--- src/rtl/core/assert_macros.svh ---
// Assertion macros shared by the core RTL.
// Define ASSERT_OFF to compile every check away.
`ifndef ASSERT_MACROS_SVH
`define ASSERT_MACROS_SVH

`ifndef ASSERT_OFF

`define ASSERT_AR(lbl, clk, rstn, prop) \
  lbl: assert property (@(posedge clk) disable iff (!(rstn)) prop) \
    else $error("assertion failed in %m");

`define ASSERT_NR(lbl, clk, prop) \
  lbl: assert property (@(posedge clk) prop) \
    else $error("assertion failed in %m");

`else

`define ASSERT_AR(lbl, clk, rstn, prop)

`define ASSERT_NR(lbl, clk, prop)

`endif

`endif

--- src/rtl/core/wnsc_pkg.sv ---
package wnsc_pkg;

  localparam int MAX_SITES_DEF  = 64;
  localparam int COORD_BITS_DEF = 16;

  localparam int REQ_W   = 2;
  localparam int IDX_W   = 6;
  localparam int COORD_W = 16;
  localparam int RAD_W   = 16;
  localparam int R2_W    = 2 * RAD_W;
  localparam int CNT_W   = 16;
  localparam int CFG_W   = 7;

  localparam logic [CNT_W-1:0] CNT_MAX = {CNT_W{1'b1}};

  typedef enum logic [REQ_W-1:0] {
    REQ_WRITE    = 2'd0,
    REQ_CLASSIFY = 2'd1,
    REQ_READ     = 2'd2,
    REQ_CLEAR    = 2'd3
  } wnsc_req_e;

  typedef struct packed {
    wnsc_req_e                  req_type;
    logic [IDX_W-1:0]           entry_index;
    logic signed [COORD_W-1:0]  pos_x;
    logic signed [COORD_W-1:0]  pos_y;
    logic [RAD_W-1:0]           site_radius;
  } wnsc_in_t;

  typedef struct packed {
    logic [IDX_W-1:0] nearest_index;
    logic [CNT_W-1:0] hit_count;
    logic             table_empty;
  } wnsc_out_t;

endpackage

--- src/rtl/core/wnsc_mul.sv ---
module wnsc_mul
  import wnsc_pkg::*;
#(
  parameter int A_W = RAD_W
) (
  input  logic                  clk_i,
  input  logic [A_W-1:0]        a_i,
  input  logic [R2_W-1:0]       b_i,
  output logic [A_W+R2_W-1:0]   p_o
);

  logic [A_W+R2_W-1:0] p_q;

  always_ff @(posedge clk_i) begin
    p_q <= a_i * b_i;
  end

  assign p_o = p_q;

endmodule

--- config.mk ---
export PLATFORM = sky130hd
export DESIGN_NAME = wnsc_mul
export DESIGN_NICKNAME = d
export VERILOG_FILES = /design/src/rtl/core/assert_macros.svh /design/src/rtl/core/wnsc_pkg.sv /design/src/rtl/core/wnsc_mul.sv
export SDC_FILE = /design/constraint.sdc
export NUM_CORES = 1
export LEC_CHECK = 0
export BUFFER_PORTS_ARGS = -buffer_cell sky130_fd_sc_hd__buf_4
export CELL_PAD_IN_SITES_DETAIL_PLACEMENT = 1
export CELL_PAD_IN_SITES_GLOBAL_PLACEMENT = 1
export CORE_ASPECT_RATIO = 0.9
export CORE_MARGIN = 2
export CORE_UTILIZATION = 45
export CTS_BUF_LIST = sky130_fd_sc_hd__clkbuf_8 sky130_fd_sc_hd__clkbuf_16
export DETAILED_ROUTE_END_ITERATION = 10
export GPL_TIMING_DRIVEN = 0
export PLACE_DENSITY = 0.78
export REMOVE_ABC_BUFFERS = 1
export SLEW_MARGIN = 10
export SYNTH_ARGS = -nofsm -noshare
export SYNTH_HDL_FRONTEND = slang
export SYNTH_SLANG_ARGS = --single-unit
export TNS_END_PERCENT = 50
--- constraint.sdc ---
create_clock -name clk_i -period 5.6 [get_ports clk_i]
set_input_delay 0.56 -clock clk_i [delete_from_list [all_inputs] [get_ports clk_i]]
set_output_delay 0.56 -clock clk_i [all_outputs]
set_load 0.05 [all_outputs]
==> reports/results.tsv <==
metric	value	unit
DP Wirelength	39500	um
hold_sp	b_i[0]	
fmax	170	MHz
Wirelength per Cell	26.0	um
Total GRT Usage	30.2	%
antenna cells	0	
final hold slack	0.677	ns
Mapped Cells	1947	
drt via density	5.72	
Hold WC Path Type	in2reg	
post-route clock period utilization	105	%
die width	211	um
DRT iter0 DRCs	869	
Unique masters post-synth	51	
CTS root buffer	clkbuf_16	
max reg flops	48	
Die Span Y	190	um
# DRC	0	
origin of the worst setup path	a_i[5]	
Critical Path End Type	flop	
crit-path max FO	16	
largest area contributor in the netlist	fa_1	
worst slew pin tran	0.536	ns
CTS Buf Count	5	
antenna violations before repair	5	
Num Clock Sinks	48	
antenna viol nets, final	0	
outcome	finished, violations left	
top post-synthesis cells by count	449 x inv_1, 418 x fa_1, 333 x nand2_1, 215 x and2_1, 120 x ha_1	
violated checks	setup timing	
Die ar.	40000	um^2
io pins	97	
Hold Path Cell Cnt	2	
Mapped Area	17300	um^2
# port buffers	96	
RSZ-0062 raised after global routing	yes	
pin count of the biggest net entering global routing	33	
sequential share of the synthesized area	5.56	%
dominant synthesized flop cell	dfxtp_1	
CTS Hold Buffers Added	0	
crit path DAT	6.04	ns
DR vias	14442	
top cell type's share of synthesized area	48.4	%
Max-Slew Margin vs Limit	63.9	%
CTS tree	built	
Ys Warns	0	
Initial Util	45.3	%
syn avg cell area	8.87	um^2
EDFF count, synth	0	
Placer Congestion	0.863	
Setup Viol. Count Final	21	
synth-to-layout area growth	21.1	%
clk buf depth	2	
crit path time final	5.87	ns
critical path class	in2reg	
startpoint type of the worst setup path	input pin	
first-pass GRT wire length	91200	um
Max Slew Vio Count	0	
Final Hold Fails	0	
hold endpoint	p_o[0]$_DFF_P_	
drt total wl	65800	um
Final Worst Setup Slack	-0.265	ns
fraction of layout cells with a size suffix above 1	19.7	%
ys async rst share	0	%
Nets	2622	
Worst-path clk slew	0.07	ns
worst endpoint required time	5.77	ns
Max-Cap Viols	0	
H-Tree Level Count	2	
row cnt	68	
largest cells by area after synthesis	fa_1 48%, inv_1 9.8%, ha_1 8.7%	
gr ovfl total	0	
Core Region	38100	um^2
most frequent cell after synthesis	inv_1	
Synth Register Bits	48	
Layout fillers	4256	
1st-pass router iterations	5	
vias in the first global route	16235	
stage by stage:
step                setup WS [ns]  TNS [ns]  cells  cell area [um^2]  utilization, %
CTS                        -0.166     -1.34   2498             19900            52.2
global route               -0.379     -5.54   2526             20900            54.9
detailed placement          -1.33    -27.63   2438             18300            47.9
floorplan                  -0.167    -0.434   1852             16900               -
finish                     -0.265     -3.26   2526             20900            54.9
global placement            -1.27    -25.62   2438             18300            47.9
cells in the final DEF, fill, tap and decap left out, types with 7 or more instances in the layout:
cell type / count
and2_1: 184
fa_2: 19
a21oi_1: 26
fa_1: 399
a21oi_4: 7
buf_8: 9
o21bai_1: 8
nor2_1: 13
and2_4: 32
o21ai_2: 9
buf_16: 18
ha_1: 91
ha_4: 22
clkbuf_16: 12
buf_12: 9
nand2_1: 315
nand2_2: 12
a21o_1: 18
inv_1: 423
buf_4: 113
nand4_1: 10
ha_2: 7
xnor2_1: 26
dfxtp_1: 48
xor2_1: 13
nor2_2: 8
inv_2: 25
a21oi_2: 20
buf_6: 16
o21ai_0: 11
o21ai_1: 8
how the worst max path moves through the flow:
stage | end | slack (ns) | cells past startpoint
2_1_floorplan | p_o[47]$_DFF_P_ | -0.17 | 21
3_3_place_gp | p_o[47]$_DFF_P_ | -1.27 | 23
3_5_place_dp | p_o[47]$_DFF_P_ | -1.33 | 23
4_1_cts | p_o[47]$_DFF_P_ | -0.17 | 23
5_1_grt | p_o[38]$_DFF_P_ | -0.38 | 22
6_report | p_o[47]$_DFF_P_ | -0.27 | 22
final cells by class:
class / instances / area [um^2] / share of cell area, %
clock buffer: 5 / 125 / 0.598
clock inverter: 3 / 68.8 / 0.329
inverter: 449 / 1690 / 8.06
multi-input combinational: 1355 / 15300 / 73.2
sequential: 48 / 961 / 4.59
tap: 490 / 613 / 2.93
timing repair buffer: 176 / 2140 / 10.2
metal layers:
| layer | GRT usage (%) | up-vias | wire, um |
|---|---|---|---|
| li1 | - | 5876 | - |
| met1 | 36.5 | 7565 | 23500 |
| met2 | 55.2 | 690 | 33200 |
| met3 | 4.14 | 311 | 4590 |
| met4 | 10.4 | 0 | 4510 |
| met5 | 0 | - | 0 |
kinds of logic (layout without fill, tap and decap cells):
logic type                 after synthesis  in the layout  synth area share (%)
AOI/OAI and AO/OA                      152            152                  5.87
xor gates and xnor gates                45             45                  2.28
adders and majority gates              538            538                  57.1
buffers and inverters                  544            633                  11.8
DFF                                     48             48                  5.56
and+or+nand+nor                        620            620                  17.3
critical path, cell delays in order:
cell	delay [ns]
buf_16	0.15
and2_4	0.16
fa_1	0.51
inv_1	0.06
fa_1	0.48
fa_1	0.52
inv_2	0.04
fa_2	0.48
fa_1	0.57
inv_1	0.06
fa_1	0.49
inv_2	0.05
ha_4	0.30
and3_4	0.20
nand3_1	0.20
o311ai_4	0.18
and4b_4	0.33
o22ai_4	0.09
o21ai_4	0.19
a21o_1	0.16
a21oi_2	0.07
xnor2_2	0.15
repair_timing:
action / in CTS / in global routing
cloned: 6 / 7
endpoints found under the hold margin: 0 / 0
setup endpoints to repair: 32 / 28
buffers inserted: 46 / 21
resized for setup: 214 / 188
pin swaps: 56 / 93
Power is left out: the tool's default activity adds up to more than one toggle a clock period on the data nets, which glitch-free logic cannot reach.
