[config.mk]
export PLATFORM = sky130hd
export DESIGN_NAME = wnsc_site_mem
export DESIGN_NICKNAME = d
export VERILOG_FILES = /design/src/rtl/core/assert_macros.svh /design/src/rtl/core/wnsc_pkg.sv /design/src/rtl/core/wnsc_site_mem.sv
export SDC_FILE = /design/constraint.sdc
export NUM_CORES = 2
export LEC_CHECK = 0
export BUFFER_PORTS_ARGS = -buffer_cell sky130_fd_sc_hd__buf_2
export CORE_ASPECT_RATIO = 0.75
export CORE_MARGIN = 10
export CORE_UTILIZATION = 35
export CTS_CLUSTER_SIZE = 25
export DETAILED_ROUTE_END_ITERATION = 16
export PLACE_DENSITY_LB_ADDON = 0.08
export SYNTH_ARGS = -nofsm -noshare
export SYNTH_HDL_FRONTEND = slang
export SYNTH_SLANG_ARGS = --single-unit
[constraint.sdc]
create_clock -name clk_i -period 9 [get_ports clk_i]
set_input_delay 0.45 -clock clk_i [delete_from_list [all_inputs] [get_ports clk_i]]
set_output_delay 0.45 -clock clk_i [all_outputs]
set_load 0.005 [all_outputs]
[src/rtl/core/assert_macros.svh]
// Assertion macros shared by the core RTL.
// Define ASSERT_OFF to compile every check away.
`ifndef ASSERT_MACROS_SVH
`define ASSERT_MACROS_SVH

`ifndef ASSERT_OFF

`define ASSERT_AR(lbl, clk, rstn, prop) \
  lbl: assert property (@(posedge clk) disable iff (!(rstn)) prop) \
    else $error("assertion failed in %m");

`define ASSERT_NR(lbl, clk, prop) \
  lbl: assert property (@(posedge clk) prop) \
    else $error("assertion failed in %m");

`else

`define ASSERT_AR(lbl, clk, rstn, prop)

`define ASSERT_NR(lbl, clk, prop)

`endif

`endif

[src/rtl/core/wnsc_pkg.sv]
package wnsc_pkg;

  localparam int MAX_SITES_DEF  = 64;
  localparam int COORD_BITS_DEF = 16;

  localparam int REQ_W   = 2;
  localparam int IDX_W   = 6;
  localparam int COORD_W = 16;
  localparam int RAD_W   = 16;
  localparam int R2_W    = 2 * RAD_W;
  localparam int CNT_W   = 16;
  localparam int CFG_W   = 7;

  localparam logic [CNT_W-1:0] CNT_MAX = {CNT_W{1'b1}};

  typedef enum logic [REQ_W-1:0] {
    REQ_WRITE    = 2'd0,
    REQ_CLASSIFY = 2'd1,
    REQ_READ     = 2'd2,
    REQ_CLEAR    = 2'd3
  } wnsc_req_e;

  typedef struct packed {
    wnsc_req_e                  req_type;
    logic [IDX_W-1:0]           entry_index;
    logic signed [COORD_W-1:0]  pos_x;
    logic signed [COORD_W-1:0]  pos_y;
    logic [RAD_W-1:0]           site_radius;
  } wnsc_in_t;

  typedef struct packed {
    logic [IDX_W-1:0] nearest_index;
    logic [CNT_W-1:0] hit_count;
    logic             table_empty;
  } wnsc_out_t;

endpackage

[src/rtl/core/wnsc_site_mem.sv]
module wnsc_site_mem
  import wnsc_pkg::*;
#(
  parameter int MAX_SITES  = MAX_SITES_DEF,
  parameter int COORD_BITS = COORD_BITS_DEF
) (
  input  logic                          clk_i,
  input  logic                          we_i,
  input  logic [((MAX_SITES > 1) ? $clog2(MAX_SITES) : 1)-1:0] waddr_i,
  input  logic signed [COORD_BITS-1:0]  wx_i,
  input  logic signed [COORD_BITS-1:0]  wy_i,
  input  logic [R2_W-1:0]               wr2_i,
  input  logic [((MAX_SITES > 1) ? $clog2(MAX_SITES) : 1)-1:0] raddr_i,
  output logic signed [COORD_BITS-1:0]  rx_o,
  output logic signed [COORD_BITS-1:0]  ry_o,
  output logic [R2_W-1:0]               rr2_o
);

  localparam int EW = 2 * COORD_BITS + R2_W;

  logic [EW-1:0] mem [MAX_SITES];
  logic [EW-1:0] rdata_q;

  always_ff @(posedge clk_i) begin
    if (we_i) begin
      mem[waddr_i] <= {wx_i, wy_i, wr2_i};
    end
    rdata_q <= mem[raddr_i];
  end

  assign rx_o  = rdata_q[EW-1 -: COORD_BITS];
  assign ry_o  = rdata_q[R2_W +: COORD_BITS];
  assign rr2_o = rdata_q[R2_W-1:0];

endmodule

==> results.toml <==
[cts]
cts_hold_buf = 0
clock_sinks = 4160
cts_buffers = 429
clk_pin_slew_worst_paths_ps = 60
clock_path_buffers = 4
cts_tree = "done"
cts_setup_buffers = 0
cts_resized = 0
cts-root-buf = "clkbuf_16"
htree_levels = 5
clk_latency_ps = 1040

[detailed_routing]
vias = 74800
ant_nets = 0
drc = 0
dr.pass1.iters = 5
vias_per_cell = 5.63
drtIter0Drc = 8504
wl_um = 501000
wl_per_cell_um = 37.7

[place]
dp_cells = 12500
portBuffers = 141
place_hpwl_um = 267000
gp_congestion = 0.720

[power]
power.leakage_nw = 55.4
power_switching_mw = 9.07
p_per_area_mw_per_mm2 = 232
clkPwrFrac_pct = 43.5
power_frac_seq_pct = 52.0
power.internal_mw = 32.5
worst_ir_drop_vdd_mv = 0.188
swShare_pct = 21.8
comb_power_share_pct = 4.5

[logic_synthesis]
synthFlopType = "edfxtp_1"
avgSynthCellArea_um2 = 23.7
yosysSeqAreaShare_pct = 79.5
synth.cell_area_mm2 = 0.156
synthCells = 6598
synth-async-reset-ratio_pct = 0
yosys_warnings = 0
synth-edff-count = 4096
synth_seq_cells = 4160
ys_types = 33
synth_nets = 6676

[hold_path]
hold_class = "in2reg"

[timing]
min_period_ps = 3200
slew_violations = 0
fin_skew_ps = 59.5
max_clock_freq_ghz = 0.312
whs_ps = 131
post-route-period-util_pct = 35.6
slew_headroom_pct = 11.4
finalSetupTns_ps = 0
worst_slew_pin_slew_ps = 1330
setup_violations = 0
rsz0062_at_grt = "no"
finalHoldViolCount = 0

[layout]
stdcell_count = 13300
num-fill-cells = 38900
regArea_mm2 = 0.124
final_common_cell = "edfxtp_1"
fin_util_pct = 40.3
final_nets = 7103
multi_input_area_mm2 = 0.0308
drive_above_1_share_pct = 28.7
final_cell_mix = "edfxtp_1, mux4_2, clkbuf_16, buf_4, a22oi_1"
area_growth_syn_to_layout_pct = 14.8

[floorplanning]
start_util_pct = 35.1
coreArea_mm2 = 0.445
die_w_um = 792
io_pins = 142
num_rows = 212
chipHeight_um = 599
die_area_mm2 = 0.474

[grt]
busiest_layer = "met2"
grt_use_met3_pct = 2.86
grt_start_max_net_pins = 119
grt_util_met1_pct = 31.2
grt_use_met2_pct = 32.4
grt_usage_pct = 20.8
grt_pass1_vias = 76600
antenna_found_initial = 60
grt_pass1_wl_um = 682000
overflow = 0

[worst_setup_path]
worstPathArrival_ps = 4110
critPathMostFrequentCell = "buf_4"
crit_type = "in2reg"
cp-start-kind = "input port"
cpPeakStageDelay_ps = 760
crit_chain = "buf_8 -> buf_4 -> nor2b_4 -> buf_4 -> buf_4 -> a22oi_1 -> and3_1 -> a211oi_1"
required_ps = 9910
crit_path_end_kind = "flip-flop"
cp_slowest_cell = "buf_4"
critPathMaxFanout = 63

[outcome]
status = "complete, no violations"

[flow_run]
drv_cap = 0
## through the flow
stage	setup WS, ps	power, mW	cell area (µm²)
finish	5800	41.6	179000
floorplan	3110	22.9	156000
global route	5610	42.9	179000
CTS	5850	42.0	179000
detailed placement	4720	23.9	165000
global placement	4700	23.9	165000
## Yosys cell counts, types with 3 or more instances
master	number	area [µm²]
clkbuf_1	140	526
or3_1	29	181
a211oi_1	63	473
a31oi_1	18	113
nand3_1	45	225
nand2_1	58	218
mux4_2	1024	23100
dfxtp_1	64	1280
buf_6	6	67.6
o22ai_1	83	519
nand2b_1	11	68.8
edfxtp_1	4096	123000
or2_2	28	175
a22oi_1	168	1260
nor2b_1	28	175
and3_1	64	400
buf_2	170	851
a2bb2oi_1	19	166
buf_1	20	75.1
nor2_1	112	420
mux2i_1	135	1350
and2_1	3	18.8
inv_1	19	71.3
a22o_1	88	771
o221ai_1	38	333
a41oi_1	26	228
buf_4	34	255
## flip-flops by register name, summed over array words and instances, names as in the netlist
signal	flops
rdata_q	64
mem	4096
## layout make-up
class / instances / area share, %
sequential: 4160 / 69.2
multi-input combinational: 2049 / 17.2
clock buffer: 537 / 6.41
tap: 5885 / 4.10
timing repair buffer: 366 / 1.54
clock inverter: 269 / 1.49
inverter: 19 / 0.0397
antenna: 6 / 0.00837
## routing by layer
layer  vias to the layer above  routed length (µm)
li1                      29400                   -
met1                     42300              231000
met2                      2427              231000
met3                       641               28100
met4                        10               11100
met5                         -                  62
## path summary, 6_finish.rpt
check | start | cells after the start | end | slack [ps]
setup reg to reg | mem[10][62] | 5 | rdata_q[62] | 6670
hold reg to reg | mem[46][2] | 4 | rdata_q[2] | 840
hold / removal | wr2_i[30] | 2 | mem[35][30] | 130
setup / recovery | raddr_i[2] | 8 | rdata_q[38] | 5800
## cell families after synthesis
| logic type | Yosys count | synth area share [%] |
|---|---|---|
| multiplexers | 1159 | 15.6 |
| flip-flops | 4160 | 79.5 |
| buffers and inverters | 389 | 1.18 |
| AO/OA/AOI/OAI | 504 | 2.48 |
| AND/OR/NAND/NOR | 386 | 1.24 |
## worst max-delay path: cells and delay by family
| family | cells | cell delay, ps |
|---|---|---|
| simple gates | 2 | 530 |
| compound gates | 2 | 390 |
| buf+inv | 4 | 2460 |
## power by group through the flow
stage	sequential (mW)	combinational, mW	clock (mW)
6_report	21.6	1.87	18.1
5_1_grt	21.6	2.01	19.3
2_1_floorplan	21.9	0.999	0
4_1_cts	21.6	1.92	18.5
3_3_place_gp	22.0	1.90	0
3_5_place_dp	22.0	1.92	0
Power figures use the tool's default switching activity.
