==> src/rtl/core/assert_macros.svh <==
// Assertion macros shared by the core RTL.
// Define ASSERT_OFF to compile every check away.
`ifndef ASSERT_MACROS_SVH
`define ASSERT_MACROS_SVH

`ifndef ASSERT_OFF

`define ASSERT_AR(lbl, clk, rstn, prop) \
  lbl: assert property (@(posedge clk) disable iff (!(rstn)) prop) \
    else $error("assertion failed in %m");

`define ASSERT_NR(lbl, clk, prop) \
  lbl: assert property (@(posedge clk) prop) \
    else $error("assertion failed in %m");

`else

`define ASSERT_AR(lbl, clk, rstn, prop)

`define ASSERT_NR(lbl, clk, prop)

`endif

`endif

==> src/rtl/core/wnsc_pkg.sv <==
package wnsc_pkg;

  localparam int MAX_SITES_DEF  = 64;
  localparam int COORD_BITS_DEF = 16;

  localparam int REQ_W   = 2;
  localparam int IDX_W   = 6;
  localparam int COORD_W = 16;
  localparam int RAD_W   = 16;
  localparam int R2_W    = 2 * RAD_W;
  localparam int CNT_W   = 16;
  localparam int CFG_W   = 7;

  localparam logic [CNT_W-1:0] CNT_MAX = {CNT_W{1'b1}};

  typedef enum logic [REQ_W-1:0] {
    REQ_WRITE    = 2'd0,
    REQ_CLASSIFY = 2'd1,
    REQ_READ     = 2'd2,
    REQ_CLEAR    = 2'd3
  } wnsc_req_e;

  typedef struct packed {
    wnsc_req_e                  req_type;
    logic [IDX_W-1:0]           entry_index;
    logic signed [COORD_W-1:0]  pos_x;
    logic signed [COORD_W-1:0]  pos_y;
    logic [RAD_W-1:0]           site_radius;
  } wnsc_in_t;

  typedef struct packed {
    logic [IDX_W-1:0] nearest_index;
    logic [CNT_W-1:0] hit_count;
    logic             table_empty;
  } wnsc_out_t;

endpackage

==> src/rtl/core/wnsc_cnt_mem.sv <==
module wnsc_cnt_mem
  import wnsc_pkg::*;
#(
  parameter int MAX_SITES = MAX_SITES_DEF
) (
  input  logic                    clk_i,
  input  logic                    we_i,
  input  logic [((MAX_SITES > 1) ? $clog2(MAX_SITES) : 1)-1:0] waddr_i,
  input  logic [CNT_W-1:0]        wdata_i,
  input  logic [((MAX_SITES > 1) ? $clog2(MAX_SITES) : 1)-1:0] raddr_i,
  output logic [CNT_W-1:0]        rdata_o
);

  logic [CNT_W-1:0] mem [MAX_SITES];
  logic [CNT_W-1:0] rdata_q;

  always_ff @(posedge clk_i) begin
    if (we_i) begin
      mem[waddr_i] <= wdata_i;
    end
    rdata_q <= mem[raddr_i];
  end

  assign rdata_o = rdata_q;

endmodule

==> config.mk <==
export PLATFORM = sky130hd
export DESIGN_NAME = wnsc_cnt_mem
export DESIGN_NICKNAME = d
export VERILOG_FILES = /design/src/rtl/core/assert_macros.svh /design/src/rtl/core/wnsc_pkg.sv /design/src/rtl/core/wnsc_cnt_mem.sv
export SDC_FILE = /design/constraint.sdc
export NUM_CORES = 1
export LEC_CHECK = 0
export BUFFER_PORTS_ARGS = -buffer_cell sky130_fd_sc_hd__clkbuf_2
export CAP_MARGIN = 0
export CORE_MARGIN = 5
export CORE_UTILIZATION = 41
export DETAILED_ROUTE_END_ITERATION = 8
export PLACE_DENSITY = 0.55
export RECOVER_POWER = 25
export REMOVE_ABC_BUFFERS = 1
export SETUP_SLACK_MARGIN = 0.4
export SYNTH_ARGS = -nofsm -noshare
export SYNTH_HDL_FRONTEND = slang
export SYNTH_SLANG_ARGS = --single-unit
==> constraint.sdc <==
create_clock -name clk_i -period 2.93 [get_ports clk_i]
set_clock_uncertainty 0.2 [all_clocks]
set_input_delay 0.1465 -clock clk_i [delete_from_list [all_inputs] [get_ports clk_i]]
set_output_delay 0.1465 -clock clk_i [all_outputs]
set_load 0.05 [all_outputs]
==> impl_results.md, run 1 <==
* Outcome: finished, violations left
* Failing checks: max-capacitance violations, max-slew violations
* CTS root buffer: clkbuf_16
* Mapped Area at approximately 0.040 mm2
* Sum Neg Setup Slack at 0 ns
* GRT Overall Usage at 0.196
* HP Class: input port to flop
* Most common cell after layout, fill and taps aside: edfxtp_1
* Total congestion overflow at 0
* Synth area leader: edfxtp_1
* Post-DP HPWL at about 64000 um
* Worst Hold Path Cells at 3
* CP Cell Sequence: dlygate4sd3_1 > clkbuf_1 > clkbuf_1
* Final cycle utilization of the critical path at 0.888
* H-tree Lvls at 3
* Core region area at just under 0.1 mm2
* P per Cell Area at a little under 700 mW/mm2
* Worst path slowest cell: clkbuf_1
* Post-cts sizing count at 0
* WP data arrival at approximately 2.5 ns
* Top delay family on crit path: buffers and inverters
* Die Y at approximately 320 um
* Vias in the first global route at 19791
* DR WL/cell at 29.5 um
* Pre-antenna DRT Iters at 7
* Worst vdd ir at 0.452 mV
* Setup CP Type: input port to flop
* DIE AREA at 0.104 mm2
* Synth area leaders: edfxtp_1, mux4_2, mux2i_1
* Required @ worst endpoint at 2.85 ns
* Vias post-DR at between 15000 and 20000
* Reg2Reg Depth at 5
* Worst-Skew Late Latency at about 0.67 ns
* Setup repair after global routing missed its margin: false
* Async SR Flop Fraction at 0
* Pint at 24.8 mW
* Initial antenna violation count at 3
* Critical path's most frequent cell: clkbuf_1
* 1st-iter DRT viols at roughly 2300
* Hold wc startpoint: waddr_i[5]
* CTS sink cnt at 1040
* Sw Ratio at 0.215
* Critical Path Sink Type: flop
* Remaining DRCs at 0
* Combinational share of power at 0.056
* CP Launch Point: wdata_i[13]
* Count of buffer and inverter cells on the critical path at 3
* Synth Register Bits at 1040
* Synth cell types at 43
* Yosys warnings at 0
* CTS tree: done
* Leakage at 14.8 nW
* Most used cells in the layout excluding fill and tap cells: edfxtp_1, mux4_2, buf_4
* Std-Cell Rows at approximately 110
* Global-route wire length before repair at roughly 150000 um
* Clock power frac at 0.420
* WHS at around 0.068 ns
* Worst Slack Setup Final at approximately 0.33 ns
* Simple-gate share of the synthesized area at 0.0265
* Post-synthesis mux area share at 0.155
* Switching power total at approximately 6.8 mW
* Dpl ws at roughly 0.15 ns
* Adder-cell share of the synthesized area at 0
* Port Buffers at between 40 and 50
* Top_reg_cell synth: edfxtp_1
* Max incr delay on CP at between 1.5 and 2 ns
* Final wirelength at 102000 um
* Largest family of logic cells by synthesized area: multiplexers
* Top-area cell type share of the netlist area at 0.768
* FILL cells at about 8000
* Area of the multi-input gates at 0.00825 mm2
* Initial Utilization at 0.413
* Reg-to-reg startpoint: mem[10][9]
* Syn Area/Cell at 21.9 um2
* Largest net degree at the start of global routing at 65
* Post-CTS Setup Repair Bufs at 0
* Cells after Synth at approximately 1800
* Placer Congestion at about 0.83
* Post-route cell area at approximately 0.046 mm2
* Placed cell areas at 0.0428 mm2
* Remaining antenna violation count at 0
* Worst-margin pin slew at roughly 2.3 ns
* Layout cell share with drive strength beyond 1 at 0.287
* Vias per inst at roughly 5.7
* Synth Area in Compound Gates at 0.0241
* Nets@finish at between 2000 and 2500
* Maxcap violations at 10
* Final Max Tran Viols at between 300 and 400
* I/O Pins at 46
* Crit path depth at 3
* Seq pwr share at 0.524
* Maximum root-to-sink buffer count at 3
* Crit path max fanout at 40
* Die width at between 300 and 400 um
* Max Freq at 0.384 GHz
* Number of flops mapped to enable cells by yosys at 1024
* Critical Path Source Type: input port
* Hold Fails Final Rpt at 0
* Relative slew slack at -0.561
* Storage element area at approximately 0.031 mm2
* Tot Pwr at 31.6 mW
* Clk slew on worst S/H paths at 0.06 ns
* Setup violators final at 0
* Synth-to-layout area growth at 15.5%
* TritonCTS Buffers at between 100 and 150
* Minimum clock period at 2.60 ns
* Post-synthesis sequential area ratio at 0.776
* Post-Synth XOR/XNOR Area at 0
## power groups by stage
stage / clock [mW] / sequential (mW) / combinational, mW
6_report: 13.3 / 16.5 / 1.77
5_1_grt: 14.2 / 16.5 / 1.87
4_1_cts: 13.6 / 16.5 / 1.81
3_5_place_dp: 0 / 16.9 / 1.79
3_3_place_gp: 0 / 16.8 / 1.77
2_1_floorplan: 0 / 16.9 / 0.611
## cell type report
class                   count  area share
clock inverters            66      0.0131
flip-flops and latches   1040       0.672
multi-input cells         685       0.178
well taps                1276      0.0345
diodes                      3    0.000162
clock buffers             134      0.0617
repair buffers            241      0.0406
## repair_timing
| action | in CTS | in global routing |
|---|---|---|
| hold buffers | 9 | 0 |
| setup endpoints to repair | 0 | 0 |
| hold endpoints to repair | 266 | 0 |
## cell families after synthesis
group | after synthesis
AO/OA/AOI/OAI | 129
buffers and inverters | 104
flip-flops | 1040
multiplexers | 336
AND/OR/NAND/NOR | 220
## state kept, by name (all words and copies together) (netlist names)
signal	flops
mem	1024
rdata_o	16
## synth_stat cells, drive strengths merged (2+ instances only)
cell type / instances
a221oi: 16
and4: 5
edfxtp: 1024
o21ai: 8
a211oi: 8
mux2i: 85
a31oi: 8
nand2: 60
a21oi: 17
nand3b: 2
a22oi: 39
nand3: 24
mux4: 224
nor3: 2
nand2b: 3
nor4: 3
buf: 77
nor2b: 30
nand4: 12
a41oi: 5
nor2: 74
a221o: 6
a311oi: 8
a22o: 6
and2: 2
dfxtp: 16
mux2: 27
a211o: 8
clkbuf: 27
## final timing paths
kind            endpoint  slack [ns]
min reg2reg   rdata_o[3]        0.65
max          mem[31][13]        0.33
min           mem[33][8]        0.07
max reg2reg   rdata_o[9]        0.44
## through the flow
| stage | std cells | utilization |
|---|---|---|
| 5_1_grt | 3442 | 0.478 |
| 2_1_floorplan | 1725 | - |
| 6_report | 3445 | 0.478 |
| 3_3_place_gp | 3233 | 0.442 |
| 3_5_place_dp | 3233 | 0.442 |
| 4_1_cts | 3442 | 0.478 |
## tightest hold or removal path: stages
cell and delay (ns):
clkbuf_2 0.14, or3b_2 0.31, nor2_1 0.15
## per-layer routing
layer	global-route usage	routed length, um
met5	0	13
met4	0.0391	1770
met3	0.0311	6290
met2	0.311	48400
met1	0.291	45100
Note: power is estimated with default switching activity, not from simulation.
==> inputs of run 2 (changes only) <==
--- a/config.mk
+++ b/config.mk
@@ -5,13 +5,13 @@
 export SDC_FILE = /design/constraint.sdc
 export NUM_CORES = 1
 export LEC_CHECK = 0
+export ABC_AREA = 1
 export BUFFER_PORTS_ARGS = -buffer_cell sky130_fd_sc_hd__clkbuf_2
 export CAP_MARGIN = 0
 export CORE_MARGIN = 5
 export CORE_UTILIZATION = 41
 export DETAILED_ROUTE_END_ITERATION = 8
 export PLACE_DENSITY = 0.55
-export RECOVER_POWER = 25
 export REMOVE_ABC_BUFFERS = 1
 export SETUP_SLACK_MARGIN = 0.4
 export SYNTH_ARGS = -nofsm -noshare
==> run 2 against run 1 <==
Against the previous run: the flow now finishes without violations; critical path depth grew 8; clock power is essentially flat; flip-flop and latch count is the same; utilization shrank 0.63 points; global-route usage grew 2.7 points; total power grew 1.9%; final cell count grew 48%; register-to-register slack gained 0.43 ns; via count grew 40%; first-iteration DRC count grew 19%; sequential power is essentially flat; critical endpoint is now rdata_o[12].
==> impl_results.md, run 2 <==
* Outcome: complete, no violations
* CTS sink cnt at about 1000
* Mapped Area at ~0.042 mm2
* Critical Path Source Type: input port
* Crit path max fanout at 38
* Post-synth top cells: nand2_1, edfxtp_1, nand3_1, buf_2, nor2_1
* Placed instance count at 4870
* Vias in the first global route at ~26000
* I/O Pins at 46
* Post-route cell area at 0.0480 mm2
* Dpl ws at between 0.3 and 0.4 ns
* Worst vdd ir at around 0.49 mV
* Worst-margin pin slew at a little under 1 ns
* DIE AREA at 0.109 mm2
* Maximum root-to-sink buffer count at 3
* Post-DP HPWL at about 71000 um
* Cells after Synth at 3517
* Number of flops mapped to enable cells by yosys at between 1000 and 1500
* Initial antenna violation count at 7
* Fin util at 0.471
* WHS at 0.00670 ns
* Worst-Skew Late Latency at slightly below 0.7 ns
* Most used cells in the layout excluding fill and tap cells: nand2_1, edfxtp_1, nand3_1
* P per Cell Area at ~670 mW/mm2
* Count leader, synth: nand2_1
* Clk slew on worst S/H paths at ~0.060 ns
* Synth cell types at 16
* GRT Overall Usage at 0.222
* Relative slew slack at 0.343
* Vias post-DR at 27343
* Pre-antenna DRT Iters at 6
* WP data arrival at about 2.8 ns
* Largest register FFs at ~1000
* TritonCTS Buffers at between 100 and 150
* Most common cell after layout, fill and taps aside: nand2_1
* Minimum clock period at around 2.4 ns
* 1st-iter DRT viols at 2738
* Hold Fails Final Rpt at 0
* Post-synthesis sequential area ratio at 0.738
* Synth area leaders: edfxtp_1, nand2_1, nand3_1
* Critical Path Sink Type: flop
* Tot Pwr at about 32 mW
* Most flop-heavy register: mem
* Post-Layout Cell Count at 5091
* Yosys warnings at 0
* Synth area leader: edfxtp_1
* H-tree Lvls at 3
* Initial Utilization at 0.413
* Port Buffers at 45
* Placed cell areas at 0.0444 mm2
* Total congestion overflow at 0
* Required @ worst endpoint at between 3 and 4 ns
* Top-area cell type share of the netlist area at 0.730
* HP Class: input port to flop
* Worst Slack Setup Final at ~0.57 ns
* Worst Hold Path Cells at 2
* Post-CTS Setup Repair Bufs at 0
* Core region area at between 0.1 and 0.15 mm2
* Async SR Flop Fraction at 0
* Syn Area/Cell at 12.0 um2
* Std-Cell Rows at approximately 120
* Vias per inst at between 5 and 6
* Global-route wire length before repair at roughly 180000 um
* Final Max Tran Viols at 0
* CTS tree: done
* Nets@finish at ~3700
* Remaining antenna violation count at 0
* Final cycle utilization of the critical path at 0.807
* Layout cell share with drive strength beyond 1 at 0.101
* Die width at between 300 and 400 um
* DR WL/cell at about 24 um
* Setup repair after global routing missed its margin: false
* Reg2Reg Depth at 9
* Reg-to-reg slack, setup at 0.87 ns
* Setup CP Type: input port to flop
* Synth-to-layout area growth at 14.1%
* Die Y at ~330 um
* Maxcap violations at 0
* Final wirelength at between 100000 and 150000 um
* Top_reg_cell synth: edfxtp_1
* Synth Register Bits at ~1000
* Max Freq at 0.423 GHz
* Sum Neg Setup Slack at 0 ns
* Placer Congestion at approximately 0.82
* Leakage at about 17 nW
* CTS root buffer: clkbuf_16
* Setup violators final at 0
* Remaining DRCs at 0
* Largest net degree at the start of global routing at 127
==> run 2: cell types whose count changed after synthesis, moves of 14 or more <==
cell      delta
buf_2       +77
nand2_1   +1237
a21oi_1     -17
nor2_1      -16
mux4_2     -220
a22oi_1     -39
nand3_1    +847
buf_6       +32
mux2i_1     -85
nor2b_1     -30
a221oi_1    -16
mux2_2      -27
buf_1       +14
==> run 2: cell type report <==
class                      instances  area [um2]
fill                            9187       53900
sequential                      1040       31100
multi-input combinational       2240        9610
clock buffer                     149        3020
timing repair buffer             224        2080
tap                             1368        1710
clock inverter                    54         445
inverter                          12        73.8
antenna                            4        10.0
==> run 2: repair_timing <==
| action | CTS | global route |
|---|---|---|
| setup endpoints to repair | 0 | 1 |
| hold buffers | 14 | 0 |
| hold endpoints to repair | 304 | 0 |
| resized for setup | 0 | 1 |
==> run 2: kinds of logic after synthesis <==
logic type,Yosys count,share of synthesized area
simple gates,2240,0.227
flops,1040,0.738
buf+inv,237,0.0354
==> run 2: worst paths after layout <==
path	startpoint	endpoint
max	raddr_i[2]	rdata_o[12]
min reg2reg	mem[20][15]	rdata_o[15]
max reg2reg	mem[51][12]	rdata_o[12]
min	wdata_i[8]	mem[49][8]
==> run 2: power by group <==
part,internal [mW],switching (mW)
combinational,0.540,1.65
clock,7.80,5.68
sequential,16.5,0.0640
==> run 2: critical path, stage by stage <==
cell and delay (ns):
dlygate4sd3_1 0.57, buf_6 0.20, inv_6 0.27, buf_12 0.27, nand3_1 0.11, nand2_1 0.10, nand2_1 0.14, nand3_1 0.19
nand3_1 0.10, dlygate4sd3_1 0.58, nand2_1 0.05
==> run 2: metal layers <==
metal  up-vias  wire length, um  part of all wire  track usage
li1      12636                -                 -            -
met1     13595            54400              0.44        0.325
met2       948            56900              0.46        0.351
met3       162             7990             0.065       0.0320
met4         2             3260             0.027       0.0645
met5         -               13           0.00011            0
